--- config.mk ---
export PLATFORM = sky130hd
export DESIGN_NAME = ps2_mouse_packet_tracker_top
export DESIGN_NICKNAME = d
export VERILOG_FILES = /design/src/rtl/core/ps2mpt_pkg.sv /design/src/rtl/core/ps2_mouse_packet_tracker_top.sv
export SDC_FILE = /design/constraint.sdc
export NUM_CORES = 1
export LEC_CHECK = 0
export BUFFER_PORTS_ARGS = -buffer_cell sky130_fd_sc_hd__buf_2
export CAP_MARGIN = 20
export CORE_ASPECT_RATIO = 0.8
export CORE_MARGIN = 2
export CORE_UTILIZATION = 63
export CTS_CLUSTER_DIAMETER = 150
export CTS_CLUSTER_SIZE = 20
export DETAILED_ROUTE_END_ITERATION = 16
export GPL_TIMING_DRIVEN = 1
export PLACE_DENSITY = 0.84
export SLEW_MARGIN = 25
export SYNTH_ARGS = -nofsm -noshare
export SYNTH_HDL_FRONTEND = slang
export SYNTH_SLANG_ARGS = --single-unit
export TNS_END_PERCENT = 5
--- constraint.sdc ---
create_clock -name clk -period 9.9 [get_ports clk]
set_input_delay 1.98 -clock clk [delete_from_list [all_inputs] [get_ports clk]]
set_output_delay 1.98 -clock clk [all_outputs]
set_load 0.01 [all_outputs]
--- src/rtl/core/ps2mpt_pkg.sv ---
// Shared types and constants for the PS/2 mouse packet tracker.
// Depends on nothing; imported by ps2_mouse_packet_tracker_top.

package ps2mpt_pkg;

    // Default width of one cursor coordinate and of the limit registers.
    localparam int COORD_WIDTH_DEFAULT = 11;

    // Reset values of the limit registers and of the cursor position.
    localparam int X_LIMIT_RESET = 1919;
    localparam int Y_LIMIT_RESET = 1079;
    localparam int POS_RESET     = 100;

    // Bit of a header byte that must be set for the byte to start a packet.
    localparam int HEADER_SYNC_BIT = 3;

    // Number of button bits carried in the low end of the header byte.
    localparam int BUTTON_BITS = 3;

    // Configuration register indexes.
    typedef enum logic {
        REG_X_LIMIT = 1'b0,
        REG_Y_LIMIT = 1'b1
    } cfg_reg_t;

    // Position of the next byte within a three-byte packet.
    typedef enum logic [1:0] {
        PH_HEADER = 2'd0,
        PH_DX     = 2'd1,
        PH_DY     = 2'd2
    } phase_t;

    // Control decoded from the phase for the byte at the processing stage.
    typedef struct packed {
        logic header_load;
        logic dx_load;
        logic result_load;
    } phase_ctrl_t;

endpackage

--- src/rtl/core/ps2_mouse_packet_tracker_top.sv ---
// Top level of the PS/2 mouse packet tracker: input register, packet
// decode, cursor update with clamping, and result register.
// Depends on ps2mpt_pkg.
//
//  Channel   Direction  Handshake              Payload
//  ---------------------------------------------------------------------
//  in        to block   in_valid / in_stall    rx_byte
//  out       from block out_valid / out_stall  buttons, cursor_x, cursor_y
//  cfg       to block   cfg_valid / cfg_ready  cfg_index, cfg_data
//
// An accepted byte is held in the input register, and the decode and clamp
// logic loads the result register; one byte is taken every cycle while
// in_stall is low. A third byte's result passes the input register, then
// the result register. The add and clamp of one coordinate sets the path
// length. Reset puts the cursor at 100,100, the limits at their defaults,
// and waits for a header. A stall on the output holds the result register;
// a third byte in the input register then waits behind it; in_stall rises.

module ps2_mouse_packet_tracker_top
    import ps2mpt_pkg::*;
#(
    parameter int COORD_WIDTH = COORD_WIDTH_DEFAULT
) (
    input  logic                   clk,
    input  logic                   rst_n,

    input  logic                   in_valid,
    output logic                   in_stall,
    input  logic [7:0]             rx_byte,

    output logic                   out_valid,
    input  logic                   out_stall,
    output logic [BUTTON_BITS-1:0] buttons,
    output logic [COORD_WIDTH-1:0] cursor_x,
    output logic [COORD_WIDTH-1:0] cursor_y,

    input  logic                   cfg_valid,
    output logic                   cfg_ready,
    input  logic                   cfg_index,
    input  logic [COORD_WIDTH-1:0] cfg_data
);

    // Two extra bits hold the sign and the carry of a coordinate update.
    localparam int SUM_WIDTH = COORD_WIDTH + 2;

    logic [COORD_WIDTH-1:0] x_limit_reg;
    logic [COORD_WIDTH-1:0] y_limit_reg;

    logic                   s1_valid_reg;
    logic [7:0]             s1_byte_reg;
    logic                   s1_advance;
    logic                   in_accept;

    phase_t                 phase_reg;
    phase_t                 phase_next;
    phase_ctrl_t            ctrl;

    logic [7:0]             header_reg;
    logic [7:0]             dx_reg;
    logic [COORD_WIDTH-1:0] pos_x_reg;
    logic [COORD_WIDTH-1:0] pos_y_reg;
    logic [COORD_WIDTH-1:0] pos_x_next;
    logic [COORD_WIDTH-1:0] pos_y_next;

    logic signed [SUM_WIDTH-1:0] sum_x;
    logic signed [SUM_WIDTH-1:0] sum_y;

    logic                   out_valid_reg;
    logic                   out_valid_next;
    logic [BUTTON_BITS-1:0] buttons_reg;

    // Configuration writes are always taken.
    assign cfg_ready = 1'b1;

    always_ff @(posedge clk or negedge rst_n)
    begin
        if (!rst_n)
        begin
            x_limit_reg <= COORD_WIDTH'(X_LIMIT_RESET);
            y_limit_reg <= COORD_WIDTH'(Y_LIMIT_RESET);
        end
        else if (cfg_valid && cfg_ready)
        begin
            case (cfg_index)
                REG_X_LIMIT: x_limit_reg <= cfg_data;
                REG_Y_LIMIT: y_limit_reg <= cfg_data;
                default:     x_limit_reg <= x_limit_reg;
            endcase
        end
    end

    // The input register moves on unless a result must wait for the output.
    assign s1_advance = s1_valid_reg && (!ctrl.result_load || !out_valid_reg || !out_stall);
    assign in_stall   = s1_valid_reg && !s1_advance;
    assign in_accept  = in_valid && !in_stall;

    always_ff @(posedge clk or negedge rst_n)
    begin
        if (!rst_n)
        begin
            s1_valid_reg <= 1'b0;
        end
        else if (in_accept)
        begin
            s1_valid_reg <= 1'b1;
        end
        else if (s1_advance)
        begin
            s1_valid_reg <= 1'b0;
        end
    end

    always_ff @(posedge clk)
    begin
        if (in_accept)
        begin
            s1_byte_reg <= rx_byte;
        end
    end

    // Next packet phase for the byte in the input register.
    always_comb
    begin
        phase_next = phase_reg;
        if (s1_advance)
        begin
            case (phase_reg)
                PH_HEADER:
                begin
                    if (s1_byte_reg[HEADER_SYNC_BIT])
                    begin
                        phase_next = PH_DX;
                    end
                end
                PH_DX:   phase_next = PH_DY;
                default: phase_next = PH_HEADER;
            endcase
        end
    end

    // What the current phase does with the byte in the input register.
    always_comb
    begin
        ctrl = '0;
        case (phase_reg)
            PH_HEADER: ctrl.header_load = s1_byte_reg[HEADER_SYNC_BIT];
            PH_DX:     ctrl.dx_load     = 1'b1;
            default:   ctrl.result_load = 1'b1;
        endcase
    end

    always_ff @(posedge clk or negedge rst_n)
    begin
        if (!rst_n)
        begin
            phase_reg <= PH_HEADER;
        end
        else
        begin
            phase_reg <= phase_next;
        end
    end

    // Header and X delta are kept until the third byte arrives.
    always_ff @(posedge clk)
    begin
        if (s1_advance && ctrl.header_load)
        begin
            header_reg <= s1_byte_reg;
        end
        if (s1_advance && ctrl.dx_load)
        begin
            dx_reg <= s1_byte_reg;
        end
    end

    // X adds its delta, Y subtracts the third byte; both clamp to 0..limit.
    always_comb
    begin
        sum_x = $signed({2'b00, pos_x_reg}) + SUM_WIDTH'($signed(dx_reg));
        sum_y = $signed({2'b00, pos_y_reg}) - SUM_WIDTH'($signed(s1_byte_reg));

        if (sum_x[SUM_WIDTH-1])
        begin
            pos_x_next = '0;
        end
        else if (sum_x[SUM_WIDTH-2:0] > {1'b0, x_limit_reg})
        begin
            pos_x_next = x_limit_reg;
        end
        else
        begin
            pos_x_next = sum_x[COORD_WIDTH-1:0];
        end

        if (sum_y[SUM_WIDTH-1])
        begin
            pos_y_next = '0;
        end
        else if (sum_y[SUM_WIDTH-2:0] > {1'b0, y_limit_reg})
        begin
            pos_y_next = y_limit_reg;
        end
        else
        begin
            pos_y_next = sum_y[COORD_WIDTH-1:0];
        end
    end

    // The cursor position doubles as the result register's coordinates.
    always_ff @(posedge clk or negedge rst_n)
    begin
        if (!rst_n)
        begin
            pos_x_reg <= COORD_WIDTH'(POS_RESET);
            pos_y_reg <= COORD_WIDTH'(POS_RESET);
        end
        else if (s1_advance && ctrl.result_load)
        begin
            pos_x_reg <= pos_x_next;
            pos_y_reg <= pos_y_next;
        end
    end

    always_ff @(posedge clk)
    begin
        if (s1_advance && ctrl.result_load)
        begin
            buttons_reg <= header_reg[BUTTON_BITS-1:0];
        end
    end

    // A result stays valid until taken; a new one may replace it on the take.
    assign out_valid_next = (s1_advance && ctrl.result_load) || (out_valid_reg && out_stall);

    always_ff @(posedge clk or negedge rst_n)
    begin
        if (!rst_n)
        begin
            out_valid_reg <= 1'b0;
        end
        else
        begin
            out_valid_reg <= out_valid_next;
        end
    end

    assign out_valid = out_valid_reg;
    assign buttons   = buttons_reg;
    assign cursor_x  = pos_x_reg;
    assign cursor_y  = pos_y_reg;

    // A stall toward the input only comes from a waiting result.
    a_stall_cause: assert property (@(posedge clk) disable iff (!rst_n)
        in_stall |-> (s1_valid_reg && out_valid_reg && out_stall))
        else $error("input stalled without a waiting result");

    // A held item in the input register is not lost.
    a_s1_hold: assert property (@(posedge clk) disable iff (!rst_n)
        (s1_valid_reg && !s1_advance) |=> s1_valid_reg)
        else $error("held item dropped from input register");

    // A byte without the sync bit in the header slot keeps the phase.
    a_resync: assert property (@(posedge clk) disable iff (!rst_n)
        (s1_advance && phase_reg == PH_HEADER && !s1_byte_reg[HEADER_SYNC_BIT])
        |=> (phase_reg == PH_HEADER))
        else $error("phase left header slot on a byte without sync bit");

    // A new result appears only after a third byte moved on.
    a_result_source: assert property (@(posedge clk) disable iff (!rst_n)
        (out_valid_reg && !$past(out_valid_reg && out_stall))
        |-> $past(s1_advance && phase_reg == PH_DY))
        else $error("result produced without a completed packet");

endmodule
After elaboration in Yosys (flattened, before gate mapping)
Cells that the tools add are included.
{ "classes": {"order_cmp": 2, "bitwise_logic": 1, "n_reduce_logical": 20, "shift": 0, "n_div": 0, "eq_ne": 2, "n_mul": 0, "n_addsub": 2, "mux": 11} }
{ "op_table": {"columns": ["operator", "count"], "rows": [
  ["11-bit two-way mux", 4],
  ["12-bit by 11-bit > comparator with 1-bit output", 2],
  ["12-bit by 8-bit adder with 13-bit output", 1],
  ["12-bit by 8-bit subtractor with 13-bit output", 1],
  ["1-bit logical AND", 7],
  ["2-bit AND reduction", 3],
  ["1-bit two-way mux", 5],
  ["1-bit logical NOT", 4],
  ["2-bit one-hot mux with 2 select lines", 1],
  ["1-bit logical OR", 3],
  ["2-bit by 1-bit equality test with 1-bit output (second input constant)", 1],
  ["2-bit logical NOT", 1],
  ["2-bit two-way mux", 1],
  ["2-bit != test (second input constant)", 1],
  ["2-bit nonzero test", 1],
  ["2-bit OR reduction", 1],
  ["1-bit inverter", 1]
]} }
{ "totals": {"out_inout_bits": 28, "mem_count": 0, "mem_bits_rw": 0, "inputBits": 25, "romBits": 0, "regBits": 70, "latch_bits": 0} }

Depth between registers and ports, before layout
Gate-level depths: netlist of the first run.
{ "logic_depth": {"depth_word": 10, "ltp_mapped": 18} }

Worst setup path after synthesis of the first run
Ideal clock, no wire load.
{ "synth_path": {"path_kind": "input to output", "startpoint": "in out_stall", "endpoint": "out in_stall", "slack_ps": 5721, "arrival_time_ps": 2199, "path_stages": 2, "path_cell_list": "nand4_1 -> inv_1"} }
{ "synth_between": {"elab_chain_cells": 5} }
{ "synth_lines": {"columns": ["item", "line_no", "source"], "rows": [
  ["from (decl)", "ps2_mouse_packet_tracker_top.sv:32", "input logic out_stall,"],
  ["1-bit logical NOT", "ps2_mouse_packet_tracker_top.sv:93", "assign s1_advance = s1_valid_reg && (!ctrl.result_load || !out_valid_reg || !out_stall);"],
  ["1-bit logical OR", "ps2_mouse_packet_tracker_top.sv:93", null],
  ["1-bit logical AND", "ps2_mouse_packet_tracker_top.sv:93", null],
  ["1-bit logical NOT", "ps2_mouse_packet_tracker_top.sv:94", "assign in_stall = s1_valid_reg && !s1_advance;"],
  ["1-bit logical AND", "ps2_mouse_packet_tracker_top.sv:94", null],
  ["to (decl)", "ps2_mouse_packet_tracker_top.sv:28", "output logic in_stall,"]
]} }
No other way between the ends.

Worst setup path in the final report of the first run
{ "layout_path": {"startpoint": "reg pos_y_reg[0] (netlist: cursor_y[0])", "endpoint": "reg pos_y_reg[10] (netlist: cursor_y[10])"} }
{ "layout_between": {"elab_chain_cells": 4} }
{ "layout_lines": {"columns": ["item", "line_no", "source"], "rows": [
  ["from (decl)", "ps2_mouse_packet_tracker_top.sv:61", "logic [COORD_WIDTH-1:0] pos_y_reg;"],
  ["from (signal assigned)", "ps2_mouse_packet_tracker_top.sv:216", "pos_y_reg <= COORD_WIDTH'(POS_RESET);"],
  ["from (signal assigned)", "ps2_mouse_packet_tracker_top.sv:221", "pos_y_reg <= pos_y_next;"],
  ["12-bit by 8-bit subtractor with 13-bit output (*)", "ps2_mouse_packet_tracker_top.sv:181", "sum_y = $signed({2'b00, pos_y_reg}) - SUM_WIDTH'($signed(s1_byte_reg));"],
  ["12-bit by 11-bit > comparator with 1-bit output", "ps2_mouse_packet_tracker_top.sv:200", "else if (sum_y[SUM_WIDTH-2:0] > {1'b0, y_limit_reg})"],
  ["11-bit two-way mux", "ps2_mouse_packet_tracker_top.sv:200", null],
  ["11-bit two-way mux (*)", "ps2_mouse_packet_tracker_top.sv:196", "if (sum_y[SUM_WIDTH-1])"]
]} }
Mark *: on every way between the ends. The rest lies on a longest branch, timed or not.
A chain may end at the register's enable or synchronous reset.

==> qor.csv, run 1 <==
metric;value;unit
Util after Layout;71.7;%
#FFs+latches synth;70;
Die Y;78.4;um
H-tree Lvls;3;
drt pass-1 iters;4;
Pins Over Slew Limit;0;
fin nets;553;
Rows;27;
worst skew pair latency;0.36;ns
drt initial violations;210;
Hold WS;0.425;ns
endpoints failing hold;0;
GRT Resource Usage Total;27.9;%
vias per cell;5.92;
top-area cell type share of the netlist area;15.2;%
TritonCTS clock tree;built;
Static Leakage;2.29;nW
top post-synthesis cells by count;46 x ha_1, 45 x nand2_1, 43 x inv_1;
status;completed;
Synth area leader;edfxtp_1;
port bufs;51;
PD cells;308;nW/um^2
fin area;4870;um^2
vias in the first global route;3443;
Cell Area, Synth;4360;um^2
synth warn;0;
cts hold-fix bufs;0;
Setup TNS Final;0;ns
CTS Buf Count;9;
Final WS setup;5.40;ns
first-pass GRT wire length;16600;um
RSZ-0062 raised after global routing;no;
pre-CTS setup slack;5.34;ns
area grow syn2layout;11.7;%
Syn Inst Count;426;
VDD IR-drop max;161;uV
core area;6790;um^2
CP Data Required Time;10.13;ns
Seq/Total Area, Yosys;43.3;%
syn_area_per_cell;10.2;um^2
final setup violation count;0;
Peak Freq;222;MHz
CTS root buffer;clkbuf_8;
clock tree buffer depth;2;
antenna violations before repair;0;
Synth Flop Type;dfrtp_1;
Yosys cell types;52;
io pins;53;
dpl cell area;4670;um^2
fraction of registers with async set/reset;68.6;%
layout cells sized above 1;23.7;%
Slew @ Worst Pin;0.962;ns
drt drc;0;
Avg WL per Cell;17.6;um
Period Utilization, post-route;45.4;%
Critical Path End Type;flop;
Clock Skew;0.0123;ns
vias post-DR;3386;
top post-synthesis cells by area;edfxtp_1 15%, dfrtp_1 15%, dfstp_2 13%, ha_1 13%, mux2i_1 5.1%;
total of max-cap violations;0;
Hold Crit Class;reg2reg;
clk slew on worst S/H paths;0.09;ns
die area;7610;um^2
setup repair bufs after CTS;0;
DRT antenna net count;0;
Post-Syn Nets;499;
Antenna Diode Count;0;
routability congestion estimate;0.967;
initial core utilization;64.2;%
max_slew headroom;35.7;%
Sink Count;70;
DPL Wire Length;7630;um
Overflow after GRT;0;
CTS resizes;0;
critical path launch point type;flop;
EDFF count, synth;22;
largest net degree at the start of global routing;49;
CP arrival;4.72;ns
DRT Wirelength;10100;um
chip width;97.0;um
most common cell in the netlist;ha_1;
fin crit period;4.50;ns
critical path class;reg2reg;
highest net fanout along the worst path;11;
==> per-layer routing <==
metal	up-vias	track usage, %	wire, um
met2	133	46.1	4670
li1	1625	-	-
met1	1599	37.1	4540
met5	-	0	0
met3	29	5.16	565
met4	0	10.4	318
==> critical path, stage by stage (launching register included) <==
cell and delay (ns):
dfrtp_1 0.40, inv_1 0.08, ha_1 0.17, inv_1 0.06
fa_1 0.43, a21oi_1 0.22, o21ai_0 0.21, a211o_1 0.34
a21oi_1 0.18, xnor2_1 0.12, ha_1 0.33, nand3_1 0.09
or4_2 0.63, o2111ai_1 0.15, nand4_2 0.50, mux2i_1 0.35
o22ai_1 0.09
==> per-stage QoR <==
stage | power, mW | cells
6_report | 1.50 | 572
5_1_grt | 1.61 | 572
4_1_cts | 1.49 | 572
3_5_place_dp | 1.25 | 556
3_3_place_gp | 1.20 | 556
2_1_floorplan | 1.05 | 426
==> cell families after synthesis <==
logic type | after synthesis | share of synthesized area [%]
AO/OA/AOI/OAI | 101 | 14.1
XOR/XNOR | 18 | 3.62
adder cells (fa/ha/maj) | 48 | 14.1
buffers and inverters | 53 | 5.19
flip-flops | 70 | 43.3
multiplexers | 34 | 8.15
other | 1 | 0.0860
AND/OR/NAND/NOR | 101 | 11.4
==> where the power goes <==
part,internal [mW],total (mW),switching (mW)
combinational,0.356,0.839,0.483
sequential,0.379,0.437,0.0585
clock,0.0988,0.226,0.127
total,0.834,1.50,0.669
==> area by class of cell <==
cell class | count | area [um^2]
multi-input cells | 303 | 2250
fillers | 517 | 1920
flip-flops and latches | 70 | 1890
repair buffers | 53 | 270
inverters | 43 | 161
clock buffers | 9 | 124
well taps | 87 | 109
clock inverters | 7 | 66.3
==> path summary, 6_finish.rpt <==
path / from / endpoint / slack [ns] / cells after the start
max reg2reg: cursor_y[0]$_DFFE_PN0P_ / cursor_y[10]$_DFFE_PN0P_ / 5.40 / 16
min in group asynchronous: rst_n / cursor_y[7]$_DFFE_PN0P_ / 1.72 / 2
min reg2reg: header_reg[0]$_DFFE_PP_ / buttons[0]$_DFFE_PP_ / 0.43 / 0
max in group asynchronous: rst_n / y_limit_reg[3]$_DFFE_PN0P_ / 7.76 / 2
max: cursor_y[0]$_DFFE_PN0P_ / cursor_y[10]$_DFFE_PN0P_ / 5.40 / 16
min: header_reg[0]$_DFFE_PP_ / buttons[0]$_DFFE_PP_ / 0.43 / 0
==> placed cells by master, fill, tap and decap left out, drive strengths merged, types with 14 or more instances in the layout <==
cell type	n
buf	53
inv	50
ha	46
nand2	45
o21ai	44
dfrtp	26
a21oi	24
mux2i	22
edfxtp	22
dfstp	22
nor2	17
xnor2	14
(Power assumes the default switching activity.)
==> inputs of run 2 (changes only) <==
--- a/config.mk
+++ b/config.mk
@@ -9,12 +9,12 @@
 export CAP_MARGIN = 20
 export CORE_ASPECT_RATIO = 0.8
 export CORE_MARGIN = 2
-export CORE_UTILIZATION = 63
+export CORE_UTILIZATION = 53
 export CTS_CLUSTER_DIAMETER = 150
 export CTS_CLUSTER_SIZE = 20
 export DETAILED_ROUTE_END_ITERATION = 16
 export GPL_TIMING_DRIVEN = 1
-export PLACE_DENSITY = 0.84
+export PLACE_DENSITY = 0.76
 export SLEW_MARGIN = 25
 export SYNTH_ARGS = -nofsm -noshare
 export SYNTH_HDL_FRONTEND = slang
==> constraint.sdc (replaced) <==
create_clock -name clk -period 4.1 [get_ports clk]
set_input_delay 0.82 -clock clk [delete_from_list [all_inputs] [get_ports clk]]
set_output_delay 0.82 -clock clk [all_outputs]
set_load 0.01 [all_outputs]
==> run 2 against run 1 <==
Wire length decreased by 1.9%. Global-route usage decreased by 4.2 points. Non-clock buffer count rose by 8. Via count decreased by 1.6%. Register-to-register slack got worse by 5.3 ns. Critical path depth grew 1. Sequential share of layout area decreased by 0.82 points. Largest power group unchanged. Highest routed layer unchanged.
==> qor.csv, run 2 (synthesis gave the netlist of run 1 again) <==
metric;value;unit
DPL Wire Length;7860;um
drt initial violations;121;
vias post-DR;3333;
layout cells sized above 1;25.6;%
Rows;29;
placed insts;585;
Antenna Diode Count;0;
routability congestion estimate;0.904;
DRT antenna net count;0;
core area;7950;um^2
Critical-path top delay cell;or4_2;
FF-to-FF Start;cursor_y[0]$_DFFE_PN0P_;
GRT Resource Usage Total;23.7;%
dpl cell area;4760;um^2
H-tree Lvls;3;
final setup violation count;0;
Period Utilization, post-route;96.8;%
endpoints failing hold;0;
fin crit period;3.97;ns
vias in the first global route;3469;
total of max-cap violations;0;
Overflow after GRT;0;
Hold Crit Class;in2async;
area grow syn2layout;14.1;%
initial core utilization;54.9;%
worst skew pair latency;0.35;ns
drt pass-1 iters;5;
TritonCTS clock tree;built;
Die Y;85.1;um
critical path launch point type;flop;
antenna violations before repair;0;
Sink Count;70;
Setup TNS Final;0;ns
WP buf/inv;3;
global routing usage on met1;32.6;%
R2R depth;17;
max incr delay on CP;0.64;ns
die area;8970;um^2
reg-to-reg endpoint;cursor_y[10]$_DFFE_PN0P_;
status;completed;
commonest non-fill, non-tap cell in the layout;buf_2;
VDD IR-drop max;362;uV
DRT Wirelength;9900;um
clk slew on worst S/H paths;0.08;ns
Most Crowded Layer GR;met2;
first-pass GRT wire length;16600;um
CTS Buf Count;9;
clock tree buffer depth;2;
critical path class;reg2reg;
drt drc;0;
fin nets;561;
critical path's top delay family;compound AO/OA/AOI/OAI gates;
final total power;3.65;mW
max_slew headroom;37.7;%
Pins Over Slew Limit;0;
met2 Use GR;37.9;%
Static Leakage;2.32;nW
r2r setup slk;0.13;ns
port bufs;51;
CP Data Required Time;4.30;ns
Peak Freq;252;MHz
commonest non-fill, non-tap cells in the layout;51 x buf_2, 46 x ha_1, 45 x nand2_1;
chip width;105;um
CTS root buffer;clkbuf_8;
Layout Cells excl Fill;601;
Clock Skew;0.00673;ns
fin area;4980;um^2
vias per cell;5.55;
Avg WL per Cell;16.5;um
critical path cell sequence;inv_1 -> ha_1 -> inv_1 -> fa_2 -> a21oi_1 -> o21ai_1 -> a211o_1 -> a21oi_2 -> xnor2_1 -> ha_1 -> nand3_1 -> or4_2 -> o2111ai_1 -> nand4_2 -> buf_4 -> mux2i_1 -> o22ai_1;
Final WS setup;0.133;ns
PD cells;733;nW/um^2
CP arrival;4.17;ns
GR Layer Usage met3;4.69;%
pre-CTS setup slack;0.0454;ns
Slew @ Worst Pin;0.921;ns
Critical Path End Type;flop;
highest net fanout along the worst path;5;
RSZ-0062 raised after global routing;no;
io pins;53;
largest net degree at the start of global routing;32;
-- run 2: changes by cell type in the layout (fill, tap and decap cells not counted), moves of 2 or more --
cell | previous run | this run
buf_4 | 2 | 10
clkinvlp_4 | 0 | 2
inv_8 | 2 | 0
inv_6 | 5 | 3
-- run 2: routing by layer --
layer  wire length (um)  part of all wire (%)
met1               4720                    48
met5                  0                     0
met4                158                   1.6
met3                578                   5.8
met2               4440                    45
-- run 2: per-stage QoR --
| step | hold slack, ns | utilization [%] |
|---|---|---|
| after floorplan | 0.400 | - |
| after global placement | 0.405 | 59.9 |
| after detailed placement | 0.409 | 59.9 |
| after CTS | 0.386 | 62.5 |
| after global routing | 0.399 | 62.6 |
| final | 0.385 | 62.6 |
-- run 2: how the worst max path moves through the flow --
stage          cells after the start                       end  slack, ns                     from
2_1_floorplan                     17   cursor_y[0]$_DFFE_PN0P_       0.45  cursor_y[0]$_DFFE_PN0P_
3_3_place_gp                      17   cursor_y[3]$_DFFE_PN0P_       0.21  cursor_y[0]$_DFFE_PN0P_
3_5_place_dp                      17   cursor_y[8]$_DFFE_PN0P_       0.05  cursor_y[0]$_DFFE_PN0P_
4_1_cts                           17   cursor_y[3]$_DFFE_PN0P_       0.02  cursor_y[0]$_DFFE_PN0P_
5_1_grt                           12  cursor_y[10]$_DFFE_PN0P_      0.003  cursor_y[5]$_DFFE_PN1P_
6_report                          17  cursor_y[10]$_DFFE_PN0P_       0.13  cursor_y[0]$_DFFE_PN0P_
-- run 2: power by group --
group / leakage [nW] / internal (mW) / switching (mW)
combinational: 1.46 / 0.904 / 1.12
sequential: 0.769 / 0.914 / 0.131
clock: 0.0968 / 0.288 / 0.290
-- run 2: what timing repair did --
| item | 4_1_cts | 5_1_grt |
|---|---|---|
| hold endpoints to repair | 0 | 0 |
| endpoints found under the setup margin | 0 | 11 |
| setup buffers | 0 | 0 |
| hold buffers | 0 | 0 |
| gates resized for setup | 0 | 4 |
-- run 2: final cells by class --
cell class / count / area [um^2]
Clock buffer: 9 / 124
Clock inverter: 7 / 80.1
Fill cell: 653 / 2970
Inverter: 43 / 161
Multi-Input combinational cell: 303 / 2260
Sequential cell: 70 / 1890
Tap cell: 108 / 135
Timing Repair Buffer: 61 / 330
==> inputs of run 3 (changes only) <==
--- a/config.mk
+++ b/config.mk
@@ -9,12 +9,13 @@
 export CAP_MARGIN = 20
 export CORE_ASPECT_RATIO = 0.8
 export CORE_MARGIN = 2
-export CORE_UTILIZATION = 53
+export CORE_UTILIZATION = 55
+export CTS_BUF_LIST = sky130_fd_sc_hd__clkbuf_8
 export CTS_CLUSTER_DIAMETER = 150
 export CTS_CLUSTER_SIZE = 20
 export DETAILED_ROUTE_END_ITERATION = 16
 export GPL_TIMING_DRIVEN = 1
-export PLACE_DENSITY = 0.76
+export PLACE_DENSITY = 0.78
 export SLEW_MARGIN = 25
 export SYNTH_ARGS = -nofsm -noshare
 export SYNTH_HDL_FRONTEND = slang
==> run 3 against run 2 <==
Final cell count unchanged. Flip-flop and latch count unchanged. Critical path depth decreased by 2. Critical path type unchanged. Worst setup slack better by 0.047 ns. Highest routed layer unchanged. Non-clock buffer count unchanged. Fmax up 1.2%. Wire length is 0.82% lower.
==> qor.csv, run 3 (synthesis gave the netlist of run 1 again) <==
metric;value;unit
vias per cell;5.59;
io pins;53;
antenna violations before repair;0;
critical path's top delay family;simple AND/OR/NAND/NOR gates;
port bufs;51;
DRT antenna net count;0;
PD cells;735;nW/um^2
total of max-cap violations;0;
Setup TNS Final;0;ns
WP buf/inv;2;
clk slew on worst S/H paths;0.09;ns
largest net degree at the start of global routing;30;
Clock Skew;0.0128;ns
highest net fanout along the worst path;5;
CP Data Required Time;4.31;ns
chip width;104;um
Period Utilization, post-route;95.6;%
VDD IR-drop max;352;uV
Hold Crit Class;in2async;
drt initial violations;182;
initial core utilization;55.9;%
first-pass GRT wire length;16600;um
core area;7800;um^2
Slew @ Worst Pin;0.906;ns
area grow syn2layout;14.4;%
critical path cell sequence;ha_1 -> nor2_1 -> a211oi_2 -> nor4b_1 -> buf_4 -> or4b_2 -> nand4_1 -> ha_1 -> nand3_1 -> or4_2 -> o2111ai_1 -> nand4_2 -> buf_4 -> mux2i_1 -> o22ai_1;
Layout Cells excl Fill;601;
Avg WL per Cell;16.3;um
fin nets;561;
vias post-DR;3359;
fin crit period;3.92;ns
Util after Layout;63.9;%
commonest non-fill, non-tap cells in the layout;51 x buf_2, 45 x nand2_1, 45 x ha_1;
H-tree Lvls;3;
DRT Wirelength;9820;um
CTS root buffer;clkbuf_8;
drt drc;0;
commonest non-fill, non-tap cell in the layout;buf_2;
critical path launch point type;flop;
final setup violation count;0;
DPL Wire Length;7620;um
status;completed;
TritonCTS clock tree;built;
Hold WS;0.405;ns
CTS Buf Count;9;
critical path class;reg2reg;
layout cells sized above 1;25.8;%
max_slew headroom;38.8;%
max incr delay on CP;0.63;ns
CP arrival;4.13;ns
Critical-path top delay cell;or4b_2;
Peak Freq;255;MHz
Antenna Diode Count;0;
routability congestion estimate;0.889;
die area;8660;um^2
Overflow after GRT;0;
Static Leakage;2.33;nW
worst skew pair latency;0.35;ns
Critical Path End Type;flop;
GRT Resource Usage Total;24.3;%
Die Y;83.6;um
vias in the first global route;3441;
endpoints failing hold;0;
placed insts;585;
Rows;29;
clock tree buffer depth;2;
drt pass-1 iters;5;
Pins Over Slew Limit;0;
Sink Count;70;
==> run 3: cell types whose count changed in the layout (fill, tap and decap cells not counted), sizes merged <==
| cell | change |
|---|---|
| inv | +2 |
| clkinv | +1 |
| clkinvlp | -2 |
| bufinv | -1 |
==> run 3: worst paths after layout <==
| kind | slack [ns] | cells after the start | start | endpoint |
|---|---|---|---|---|
| worst min-delay path | 0.41 | 1 | rst_n | y_limit_reg[8]$_DFFE_PN0P_ |
| min in group clk | 0.43 | 0 | header_reg[2]$_DFFE_PP_ | buttons[2]$_DFFE_PP_ |
| worst min register to register | 0.43 | 0 | header_reg[2]$_DFFE_PP_ | buttons[2]$_DFFE_PP_ |
| worst max-delay path | 0.18 | 15 | cursor_y[2]$_DFFE_PN1P_ | cursor_y[0]$_DFFE_PN0P_ |
| max in group asynchronous | 2.89 | 2 | rst_n | x_limit_reg[1]$_DFFE_PN1P_ |
| worst max register to register | 0.18 | 15 | cursor_y[2]$_DFFE_PN1P_ | cursor_y[0]$_DFFE_PN0P_ |
==> run 3: metrics by stage <==
step	total power, mW	instance area (um^2)	worst slack (ns)
2_1_floorplan	2.54	4360	0.451
6_report	3.67	4990	0.180
5_1_grt	3.99	4990	-0.00918
3_5_place_dp	3.08	4760	0.112
3_3_place_gp	2.98	4760	0.259
4_1_cts	3.65	4960	0.0862
==> run 3: per-layer routing <==
layer	routed length (um)	GRT usage, %
met5	0	0
met4	207	9.34
met3	444	5.62
met2	4540	38.2
met1	4630	33.1
==> run 3: what timing repair did <==
item	CTS	global route
setup endpoints to repair	0	11
resized for setup	0	6
buffers inserted	0	0
endpoints found under the hold margin	0	0
hold buffers	0	0
==> run 3: final cells by class <==
| class | instances | area [um^2] |
|---|---|---|
| Sequential cell | 70 | 1890 |
| Clock inverter | 7 | 76.3 |
| Clock buffer | 9 | 124 |
| Inverter | 43 | 161 |
| Fill cell | 641 | 2810 |
| Multi-Input combinational cell | 303 | 2270 |
| Timing Repair Buffer | 61 | 334 |
| Tap cell | 108 | 135 |
==> run 3: power by group <==
group	switching, mW	total (mW)	internal [mW]
combinational	1.14	2.06	0.922
sequential	0.135	1.05	0.914
clock	0.313	0.556	0.243
